**src/hw/rtl/skx_pkg.sv**
```systemverilog
`timescale 1ns / 1ps
`default_nettype none
// ----------------------------------------------------------------------------
// skx_pkg
// shared constants, types and round functions for the keystream xor core
// ----------------------------------------------------------------------------
package skx_pkg;

  localparam int KEY_BYTES_DEF   = 32;
  localparam int BLOCK_BYTES_DEF = 16;
  localparam int CFG_IDX_W       = 2;
  localparam int CFG_DATA_W      = 64;

  // front-to-back queue entry
  typedef struct packed {
    logic [7:0] data;
    logic       last;
    logic       first;    // byte opens a new keystream block
    logic [4:0] pos;
  } skx_item_t;

  typedef enum logic [1:0] {
    HS_IDLE,
    HS_ROUND,
    HS_FINAL
  } skx_hash_state_t;

  function automatic logic [31:0] skx_k(input logic [5:0] t);
    logic [31:0] k [64];
    k = '{
      32'h428a2f98, 32'h71374491, 32'hb5c0fbcf, 32'he9b5dba5,
      32'h3956c25b, 32'h59f111f1, 32'h923f82a4, 32'hab1c5ed5,
      32'hd807aa98, 32'h12835b01, 32'h243185be, 32'h550c7dc3,
      32'h72be5d74, 32'h80deb1fe, 32'h9bdc06a7, 32'hc19bf174,
      32'he49b69c1, 32'hefbe4786, 32'h0fc19dc6, 32'h240ca1cc,
      32'h2de92c6f, 32'h4a7484aa, 32'h5cb0a9dc, 32'h76f988da,
      32'h983e5152, 32'ha831c66d, 32'hb00327c8, 32'hbf597fc7,
      32'hc6e00bf3, 32'hd5a79147, 32'h06ca6351, 32'h14292967,
      32'h27b70a85, 32'h2e1b2138, 32'h4d2c6dfc, 32'h53380d13,
      32'h650a7354, 32'h766a0abb, 32'h81c2c92e, 32'h92722c85,
      32'ha2bfe8a1, 32'ha81a664b, 32'hc24b8b70, 32'hc76c51a3,
      32'hd192e819, 32'hd6990624, 32'hf40e3585, 32'h106aa070,
      32'h19a4c116, 32'h1e376c08, 32'h2748774c, 32'h34b0bcb5,
      32'h391c0cb3, 32'h4ed8aa4a, 32'h5b9cca4f, 32'h682e6ff3,
      32'h748f82ee, 32'h78a5636f, 32'h84c87814, 32'h8cc70208,
      32'h90befffa, 32'ha4506ceb, 32'hbef9a3f7, 32'hc67178f2
    };
    return k[t];
  endfunction

  function automatic logic [255:0] skx_init_h();
    return {32'h6a09e667, 32'hbb67ae85, 32'h3c6ef372, 32'ha54ff53a,
            32'h510e527f, 32'h9b05688c, 32'h1f83d9ab, 32'h5be0cd19};
  endfunction

  function automatic logic [31:0] skx_rotr(input logic [31:0] x, input int n);
    return (x >> n) | (x << (32 - n));
  endfunction

endpackage : skx_pkg
`default_nettype wire

```
**src/hw/rtl/skx_front.sv**
```systemverilog
`timescale 1ns / 1ps
`default_nettype none
// ----------------------------------------------------------------------------
// skx_front
// accepts bytes, tracks block position and counter, tags block starts
// ----------------------------------------------------------------------------
module skx_front
  import skx_pkg::*;
#(
  parameter int BLOCK_BYTES = BLOCK_BYTES_DEF
) (
  input  wire logic      clk,
  input  wire logic      rst,
  input  wire logic      push,
  output logic           full,
  input  wire logic [7:0] data_byte,
  input  wire logic      last_byte,
  output logic           q_valid,
  input  wire logic      q_ready,
  output skx_item_t      q_item,
  output logic [31:0]    q_counter
);

  localparam int BL = (BLOCK_BYTES < 1) ? 1 : ((BLOCK_BYTES > 32) ? 32 : BLOCK_BYTES);
  localparam logic [5:0] BL_W = 6'(BL);

  logic [4:0]  pos;
  logic [31:0] counter;
  logic        accept;
  logic [5:0]  pos_inc;

  assign full   = q_valid && !q_ready;
  assign accept = push && !full;
  assign pos_inc = {1'b0, pos} + 6'd1;

  always_ff @(posedge clk) begin
    if (rst) begin
      pos     <= '0;
      counter <= '0;
      q_valid <= 1'b0;
    end else begin
      if (accept) q_valid <= 1'b1;
      else if (q_ready) q_valid <= 1'b0;
      if (accept) begin
        if (last_byte) begin
          pos     <= '0;
          counter <= '0;
        end else if (pos_inc >= BL_W) begin
          pos     <= '0;
          counter <= counter + 32'd1;
        end else begin
          pos <= pos_inc[4:0];
        end
      end
    end
  end

  always_ff @(posedge clk) begin
    if (accept) begin
      q_item.data  <= data_byte;
      q_item.last  <= last_byte;
      q_item.first <= (pos == 5'd0);
      q_item.pos   <= pos;
      q_counter    <= counter;
    end
  end

endmodule : skx_front
`default_nettype wire

```
**src/hw/rtl/skx_hash.sv**
```systemverilog
`timescale 1ns / 1ps
`default_nettype none
// ----------------------------------------------------------------------------
// skx_hash
// one sha-256 round per cycle over key and counter, one padded block
// ----------------------------------------------------------------------------
module skx_hash
  import skx_pkg::*;
#(
  parameter int KEY_BYTES = KEY_BYTES_DEF
) (
  input  wire logic        clk,
  input  wire logic        rst,
  input  wire logic        start,
  input  wire logic [255:0] key,
  input  wire logic [31:0] counter,
  output logic             busy,
  output logic             done,
  output logic [255:0]     digest
);

  localparam int KL = (KEY_BYTES < 1) ? 1 : ((KEY_BYTES > 32) ? 32 : KEY_BYTES);
  localparam logic [15:0] BITS = 16'((KL + 4) * 8);

  skx_hash_state_t state, state_next;
  logic [5:0]   t;
  logic [31:0]  w [16];
  logic [31:0]  a, b, c, d, e, f, g, h;
  logic [511:0] msg;
  logic [31:0]  wt, s0, s1, w_new, t1, t2;

  always_comb begin
    msg = '0;
    for (int i = 0; i < 32; i++) begin
      if (i < KL) msg[511 - 8*i -: 8] = key[255 - 8*i -: 8];
    end
    msg[511 - 8*KL -: 32] = counter;
    msg[511 - 8*KL - 32 -: 8] = 8'h80;
    msg[15:0] = BITS;
  end

  always_comb begin
    s0 = skx_rotr(w[1], 7) ^ skx_rotr(w[1], 18) ^ (w[1] >> 3);
    s1 = skx_rotr(w[14], 17) ^ skx_rotr(w[14], 19) ^ (w[14] >> 10);
    w_new = w[0] + s0 + w[9] + s1;
    wt = w[0];
    t1 = h + (skx_rotr(e, 6) ^ skx_rotr(e, 11) ^ skx_rotr(e, 25)) +
         ((e & f) ^ (~e & g)) + skx_k(t) + wt;
    t2 = (skx_rotr(a, 2) ^ skx_rotr(a, 13) ^ skx_rotr(a, 22)) +
         ((a & b) ^ (a & c) ^ (b & c));
  end

  always_comb begin
    state_next = state;
    unique case (state)
      HS_IDLE:  if (start) state_next = HS_ROUND;
      HS_ROUND: if (t == 6'd63) state_next = HS_FINAL;
      HS_FINAL: state_next = HS_IDLE;
      default:  state_next = HS_IDLE;
    endcase
  end

  always_comb begin
    busy = (state != HS_IDLE);
    done = 1'b0;
    unique case (state)
      HS_FINAL: done = 1'b1;
      default:  done = 1'b0;
    endcase
  end

  always_ff @(posedge clk) begin
    if (rst) state <= HS_IDLE;
    else     state <= state_next;
  end

  always_ff @(posedge clk) begin
    unique case (state)
      HS_IDLE: if (start) begin
        for (int i = 0; i < 16; i++) w[i] <= msg[511 - 32*i -: 32];
        {a, b, c, d, e, f, g, h} <= skx_init_h();
        t <= '0;
      end
      HS_ROUND: begin
        // rolling window: w[0] is the word of round t, next word from window
        for (int i = 0; i < 15; i++) w[i] <= w[i+1];
        w[15] <= w_new;
        {a, b, c, d, e, f, g, h} <= {t1 + t2, a, b, c, d + t1, e, f, g};
        t <= t + 6'd1;
      end
      HS_FINAL: begin
        digest <= {a + 32'h6a09e667, b + 32'hbb67ae85, c + 32'h3c6ef372,
                   d + 32'ha54ff53a, e + 32'h510e527f, f + 32'h9b05688c,
                   g + 32'h1f83d9ab, h + 32'h5be0cd19};
      end
      default: ;
    endcase
  end

endmodule : skx_hash
`default_nettype wire

```
**src/hw/rtl/skx_back.sv**
```systemverilog
`timescale 1ns / 1ps
`default_nettype none
// ----------------------------------------------------------------------------
// skx_back
// runs the hash at block starts and xors bytes into the result register
// ----------------------------------------------------------------------------
module skx_back
  import skx_pkg::*;
#(
  parameter int KEY_BYTES = KEY_BYTES_DEF
) (
  input  wire logic        clk,
  input  wire logic        rst,
  input  wire logic        q_valid,
  output logic             q_ready,
  input  wire skx_item_t   q_item,
  input  wire logic [31:0] q_counter,
  input  wire logic [255:0] key,
  output logic             empty,
  input  wire logic        pop,
  output logic [7:0]       out_byte,
  output logic             out_last
);

  logic         h_start, h_busy, h_done;
  logic [255:0] digest;    // held until the next block start
  logic         ks_ok;     // keystream ready for the queued byte
  logic         out_free;

  assign out_free = empty || pop;
  assign h_start  = q_valid && q_item.first && !ks_ok && !h_busy;
  assign q_ready  = q_valid && out_free && (ks_ok || !q_item.first);

  skx_hash #(.KEY_BYTES(KEY_BYTES)) u_hash (
    .clk, .rst, .start(h_start), .key, .counter(q_counter),
    .busy(h_busy), .done(h_done), .digest
  );

  always_ff @(posedge clk) begin
    if (rst) begin
      ks_ok <= 1'b0;
      empty <= 1'b1;
    end else begin
      if (h_done) ks_ok <= 1'b1;
      else if (q_ready) ks_ok <= 1'b0;
      if (q_ready) empty <= 1'b0;
      else if (pop) empty <= 1'b1;
    end
  end

  always_ff @(posedge clk) begin
    if (q_ready) begin
      out_byte <= q_item.data ^ digest[255 - 8*q_item.pos -: 8];
      out_last <= q_item.last;
    end
  end

endmodule : skx_back
`default_nettype wire

```
**src/hw/rtl/sha256_counter_keystream_xor_core.sv**
```systemverilog
`timescale 1ns / 1ps
`default_nettype none
// ----------------------------------------------------------------------------
// sha256_counter_keystream_xor_core
// byte stream xor with a sha-256 counter-mode keystream
// ----------------------------------------------------------------------------
//  channel  handshake      payload
//  input    push / full    data_byte, last_byte
//  result   empty / pop    out_byte, out_last
//  config   cfg_we         cfg_idx, cfg_data
//
//  the first byte of a block waits in the queue for one compression (start,
//  64 rounds and final add) before it is taken; other bytes wait only for
//  a free result register
//  reset clears position, counter and handshake state; no clearing pass
//  a stalled result holds the back end; the front keeps one beat queued
// ----------------------------------------------------------------------------
module sha256_counter_keystream_xor_core
  import skx_pkg::*;
#(
  parameter int KEY_BYTES   = KEY_BYTES_DEF,
  parameter int BLOCK_BYTES = BLOCK_BYTES_DEF
) (
  input  wire logic                  clk,
  input  wire logic                  rst,
  input  wire logic                  push,
  output logic                       full,
  input  wire logic [7:0]            data_byte,
  input  wire logic                  last_byte,
  output logic                       empty,
  input  wire logic                  pop,
  output logic [7:0]                 out_byte,
  output logic                       out_last,
  input  wire logic                  cfg_we,
  input  wire logic [CFG_IDX_W-1:0]  cfg_idx,
  input  wire logic [CFG_DATA_W-1:0] cfg_data
);

  logic [63:0] key_word [4];
  logic        q_valid, q_ready;
  skx_item_t   q_item;
  logic [31:0] q_counter;

  // key registers
  always_ff @(posedge clk) begin
    if (rst) begin
      for (int i = 0; i < 4; i++) key_word[i] <= '0;
    end else if (cfg_we) begin
      key_word[cfg_idx] <= cfg_data;
    end
  end

  skx_front #(.BLOCK_BYTES(BLOCK_BYTES)) u_front (
    .clk, .rst, .push, .full, .data_byte, .last_byte,
    .q_valid, .q_ready, .q_item, .q_counter
  );

  skx_back #(.KEY_BYTES(KEY_BYTES)) u_back (
    .clk, .rst, .q_valid, .q_ready, .q_item, .q_counter,
    .key({key_word[0], key_word[1], key_word[2], key_word[3]}),
    .empty, .pop, .out_byte, .out_last
  );

endmodule : sha256_counter_keystream_xor_core
`default_nettype wire

```
**config.mk**
```make
export PLATFORM = sky130hd
export DESIGN_NAME = sha256_counter_keystream_xor_core
export DESIGN_NICKNAME = d
export VERILOG_FILES = /design/src/hw/rtl/skx_pkg.sv /design/src/hw/rtl/skx_front.sv /design/src/hw/rtl/skx_hash.sv /design/src/hw/rtl/skx_back.sv /design/src/hw/rtl/sha256_counter_keystream_xor_core.sv
export SDC_FILE = /design/constraint.sdc
export NUM_CORES = 2
export LEC_CHECK = 0
export BUFFER_PORTS_ARGS = -buffer_cell sky130_fd_sc_hd__buf_2
export CAP_MARGIN = 20
export CORE_MARGIN = 8
export CORE_UTILIZATION = 30
export DETAILED_ROUTE_END_ITERATION = 7
export GPL_TIMING_DRIVEN = 0
export SETUP_SLACK_MARGIN = 0.2
export SYNTH_ARGS = -nofsm -noshare
export SYNTH_HDL_FRONTEND = slang
export SYNTH_SLANG_ARGS = --single-unit
```
**constraint.sdc**
```tcl
create_clock -name clk -period 18.65 [get_ports clk]
set_input_delay 1.865 -clock clk [delete_from_list [all_inputs] [get_ports clk]]
set_output_delay 1.865 -clock clk [all_outputs]
set_load 0.005 [all_outputs]
```
---- Word-level counts from Yosys, hierarchy flattened ----
Memories as Yosys holds them, arrays and structs flattened.
Index checks and enable logic that the tools add are counted.
cells by class
  $add $sub $neg .......................... 22
  magnitude comparators ................... 2
  equal/unequal tests ..................... 5
  shifts and indexed selects .............. 1
  multiplexer cells ....................... 62
  bitwise operators ....................... 45
  reduce and logical (&&, ||, !) cells .... 26
operators by type and width
  kind                      number
  $mux W32                  28
  $pmux W32 S2              8
  $add A32 B32 Y32          10
  $xor A32 B32 Y32          9
  $shiftx A263 B33 Y8       1
  $and A32 B32 Y32          5
  $add A32 B31 Y32 const B  3
  $add A32 B32 Y32 const B  3
  $mux W64                  1
  $reduce_or A64 Y1         1
  $add A32 B1 Y32 const B   1
  $add A32 B29 Y32 const B  1
  $add A32 B30 Y32 const B  1
  $not A32 Y32              1
  $or A10 B32 Y32           1
  $or A13 B32 Y32           1
  $or A14 B32 Y32           1
  $or A15 B32 Y32           1
  $or A19 B32 Y32           1
  $or A21 B32 Y32           1
  $or A25 B32 Y32           1
  $or A26 B32 Y32           1
  $or A30 B32 Y32           1
  $or A7 B32 Y32            1
  28 further kinds          80
storage, ports and cells
  flip-flop bits (word level) ............. 616
  bits in writable memories ............... 768
  ROM bits ................................ 2048
  input port bits ......................... 80
  output and inout bits ................... 11
  memories ................................ 3
memory list
  name             depth  width  read ports  clocked after Yosys merged registers in  wr ports  RTL line                                 RTL
  (no name shown)  64     32     1           0                                        0         skx_pkg.sv:48                            return k[t];
  u_back.u_hash.w  16     32     16          0                                        16        skx_hash.sv:27                           logic [31:0] w [16];
  key_word         4      64     4           0                                        4         sha256_counter_keystream_xor_core.sv:39  logic [63:0] key_word [4];

---- Longest topological paths before layout ----
  depth in word-level cells ............... 9
  mapped depth ............................ 39
  mapped depth without buffers ............ 37

---- By module ----
From an unflattened synthesis, not the netlist that was laid out.
second synthesis, totals
  cell total of the unflattened synthesis .. 6417
  area, all modules ....................... 74212.4 um2
by module, submodules not included
  module                             instances  cells an instance  area each (um2)  sequential area each (um2)
  skx_hash                           1          5244               58371.0          30969.7
  sha256_counter_keystream_xor_core  1          554                9561.7           7687.4
  skx_front                          1          313                3513.4           2172.1
  skx_back                           1          306                2766.4           310.3

---- Worst setup path before layout ----
Ideal clock, no wire load.
  path kind ............................... flip-flop to flip-flop
  start point ............................. register u_back.u_hash.state[1]
  end point ............................... memory u_back.u_hash.w[0][0], enable pin
  arrival ................................. 9322 ps
  slack ................................... 5678 ps
  stages on the path, launching flop included .. 5
  path buffers ............................ 2
  path through ............................ dfxtp_1 -> nand2b_1 -> clkbuf_1 -> buf_1 -> nand2_1
RTL lines
  element                 RTL line        RTL
  from (decl)             skx_hash.sv:25  skx_hash_state_t state, state_next;
  from (signal assigned)  skx_hash.sv:74  else state <= state_next;
  to (decl)               skx_hash.sv:27

---- Worst setup path after layout ----
  start point ............................. register u_back.u_hash.t[1]
  end point ............................... register u_back.u_hash.a[31], data pin
between the ends
  cells in the longest elaborated chain, start to end .. 8
RTL lines
  element                                       RTL line        RTL
  from (decl)                                   skx_hash.sv:26  logic [5:0] t;
  from (signal assigned)                        skx_hash.sv:89  t <= t + 6'd1;
  $not A6 Y7 (implied by the code)              skx_pkg.sv:48
  $mem_v2 Z64 W32                               --
  $mux W32 (implied by the code) (2 in series)  skx_pkg.sv:48
  $add A32 B32 Y32 (2 in series)                skx_hash.sv:48  ((e & f) ^ (~e & g)) + skx_k(t) + wt;
  $add A32 B32 Y32                              skx_hash.sv:88  {a, b, c, d, e, f, g, h} <= {t1 + t2, a, b, c, d + t1, e, f, g};
  $pmux W32 S2                                  skx_hash.sv:78  unique case (state)
  to (signal assigned)                          skx_hash.sv:81  {a, b, c, d, e, f, g, h} <= skx_init_h();
  to (signal assigned)                          skx_hash.sv:88
  to (decl)                                     skx_hash.sv:28  logic [31:0] a, b, c, d, e, f, g, h;
No other way between the ends. The select of a mux whose other input is x is not followed.
A chain may end at the register's enable or synchronous reset.

==> metrics.csv <==
metric,value,unit
IO Count,91,
critical path class,reg -> reg,
clock slew at reported path FFs,0.07,ns
vias,48700,
post-synthesis sequential area ratio,56.3,%
Starting Density,30.1,%
Top reg by flops,u_back.u_hash.w,
Rows,181,
routed length per instance,23.8,um
max incr delay on CP,0.69,ns
worst hold path depth,0,
clock buffer depth,3,
RePlAce Congestion,0.935,
total core area,243000,sq um
CP Capture Type,flip-flop,
worst skew pair latency,0.83,ns
CTS tree,done,
biggest regs,"u_back.u_hash.w x512, key_word x256, u_back.u_hash.digest x256",
Final Max Slew Viols,0,
required time worst endpoint,19.23,ns
Worst Slack Setup Final,7.12,ns
Seq cells post-synth,1384,
Setup Skew,0.0732,ns
Finish-stage setup viols,0,
"Net Count, Synth",6556,
port buffer count,90,
minimum clock period,11.53,ns
drt total wl,232,mm
Post-synth ARST share,0,%
Post-synth EDFFs,1342,
Yosys Warn Count,0,
Chip Height,509,um
Worst Reg-to-Reg Cells,38,
first-pass GRT wire length,334,mm
grt ovf,0,
DRC viols,0,
dpl ws,7.42,ns
"Slowest-stage cell, CP",nor3b_1,
width of the die,509,um
Worst Path Arrival,12.10,ns
final hold vios,0,
Via density,4.99,
post-route ant nets,0,
Iter 0 DRT Violations,5926,
Layout Utilization,34.4,%
status,"finished, final reports clean",
clock root cell,clkbuf_16,
max-cap violations,0,
RSZ-0062 raised after global routing,no,
"Area growth, synth to finish",14.2,%
Num CTS Buffers,149,
pin count of the biggest net entering global routing,73,
cts repair resizes,0,
max reg flops,512,
die area,259000,sq um
Synth Cell Area,73000,sq um
initial antenna violation count,17,
layout cells sized above 1,8.27,%
synthesized instance count,6137,
total setup buffers inserted after CTS,0,
total negative slack,0,ns
clock sinks,1384,
crit path launch type,flip-flop,
Relative slew margins,20.4,%
Layout Nets,6832,
crit-path max FO,13,
Worst-Margin Slew,1.19,ns
hold_buf cts,0,
area occupied by multi-input gates,29700,sq um
most used flip-flop cell after synthesis,edfxtp_1,
Avg Synthesized Cell Area,11.9,sq um
Yosys cell types,99,
Storage cell area,41100,sq um
FILL cells,23800,
total track usage,17.5,%
vias in the first global route,47900,
f_max,86.7,MHz
H-tree levels,4,
Min-Delay Path Class,reg -> reg,
first-pass detailed-route iteration total,8,
DP HPWL,177,mm
Final Cycle Share,61.8,%
==> final cells by class <==
type | count | share of cell area (%)
antenna | 4 | 0.0120
buffer | 295 | 1.38
clock buffer | 185 | 4.70
clock inverter | 91 | 1.45
inverter | 279 | 1.26
multi-input combinational | 4179 | 35.7
sequential | 1384 | 49.4
tap | 3202 | 4.81
timing repair buffer | 125 | 1.38
==> per-stage QoR <==
stage,cell area (sq um),hold WS (ns),cells
2_1_floorplan,73000,0.400,6137
3_3_place_gp,77500,0.401,9429
3_5_place_dp,78200,0.416,9461
4_1_cts,83300,0.436,9737
5_1_grt,83300,0.448,9742
6_report,83400,0.433,9744
==> kinds of logic (layout without fill, tap and decap cells) <==
family / after synthesis / after routing / share of synthesized area [%]
simple gates: 2359 / 2359 / 15.5
flops: 1384 / 1384 / 56.3
compound gates: 748 / 748 / 6.87
xor+xnor: 601 / 601 / 7.21
buf+inv: 574 / 975 / 3.01
fa+ha+maj: 341 / 341 / 7.76
mux: 130 / 130 / 3.31
other cells: 0 / 4 / 0
==> cell usage in the layout, fill, tap and decap left out, types with 30 or more instances in the layout <==
cell	netlist	final
o21ai_0	177	177
nand2b_1	138	138
xor2_1	196	196
fa_1	187	187
inv_1	277	277
xnor2_1	405	405
buf_2	6	97
nand2_1	1102	1100
clkbuf_1	260	293
nor2_1	256	256
o21a_1	35	35
or3_1	30	30
nand3_1	67	67
and3_1	39	39
ha_1	152	152
a21o_1	89	89
clkbuf_16	0	151
a21oi_1	187	187
and2_1	542	542
nor3_1	71	71
a31oi_1	30	30
edfxtp_1	1342	1342
mux4_2	87	87
dfxtp_1	42	42
==> critical path: cells and delay by family, from the launching register on <==
family	cells	cell delay, ns
simple gates	9	2.29
compound gates	15	3.23
fa+ha+maj	6	2.53
flops	1	0.60
xor+xnor	1	0.66
mux	1	0.39
buf+inv	6	1.60
==> path summary, 6_finish.rpt <==
path                                         start                   to  slack, ns
worst max-delay path            u_back.u_hash.t[1]  u_back.u_hash.a[31]       7.12
worst min-delay path             u_front.q_item[6]      u_back.out_last       0.43
worst max register to register  u_back.u_hash.t[1]  u_back.u_hash.a[31]       7.12
worst min register to register   u_front.q_item[6]      u_back.out_last       0.43
==> synth_stat cells, types with 9 or more instances <==
master	number	area share [%]
edfxtp_1	1342	55
nand2_1	1102	5.7
and2_1	542	4.6
xnor2_1	405	4.9
inv_1	277	1.4
clkbuf_1	260	1.3
nor2_1	256	1.3
xor2_1	196	2.4
a21oi_1	187	1.3
fa_1	187	5.1
o21ai_0	177	1.2
ha_1	152	2.6
nand2b_1	138	1.2
a21o_1	89	0.92
mux4_2	87	2.7
nor3_1	71	0.49
nand3_1	67	0.46
dfxtp_1	42	1.2
and3_1	39	0.33
o21a_1	35	0.36
a31oi_1	30	0.26
or3_1	30	0.26
nor2b_1	28	0.24
a211oi_1	25	0.26
o21bai_1	25	0.26
mux2_2	24	0.37
o211ai_1	23	0.24
o31ai_1	23	0.24
buf_1	22	0.11
mux2i_1	19	0.26
nand4_1	16	0.14
or2_2	14	0.12
nand3b_1	13	0.13
nor4_1	11	0.094
o21ai_1	10	0.069
a311oi_1	9	0.11
==> routing by layer <==
metal	GRT usage [%]	routed length [um]	up-vias
met3	2.87	17500	427
met1	23.9	98900	24300
met5	0	0	-
li1	-	-	21800
met4	7.00	10400	0
met2	27.8	105000	2082
Power is not shown: default switching activity piles up to over one toggle a cycle in this logic, so the estimate is an artifact.
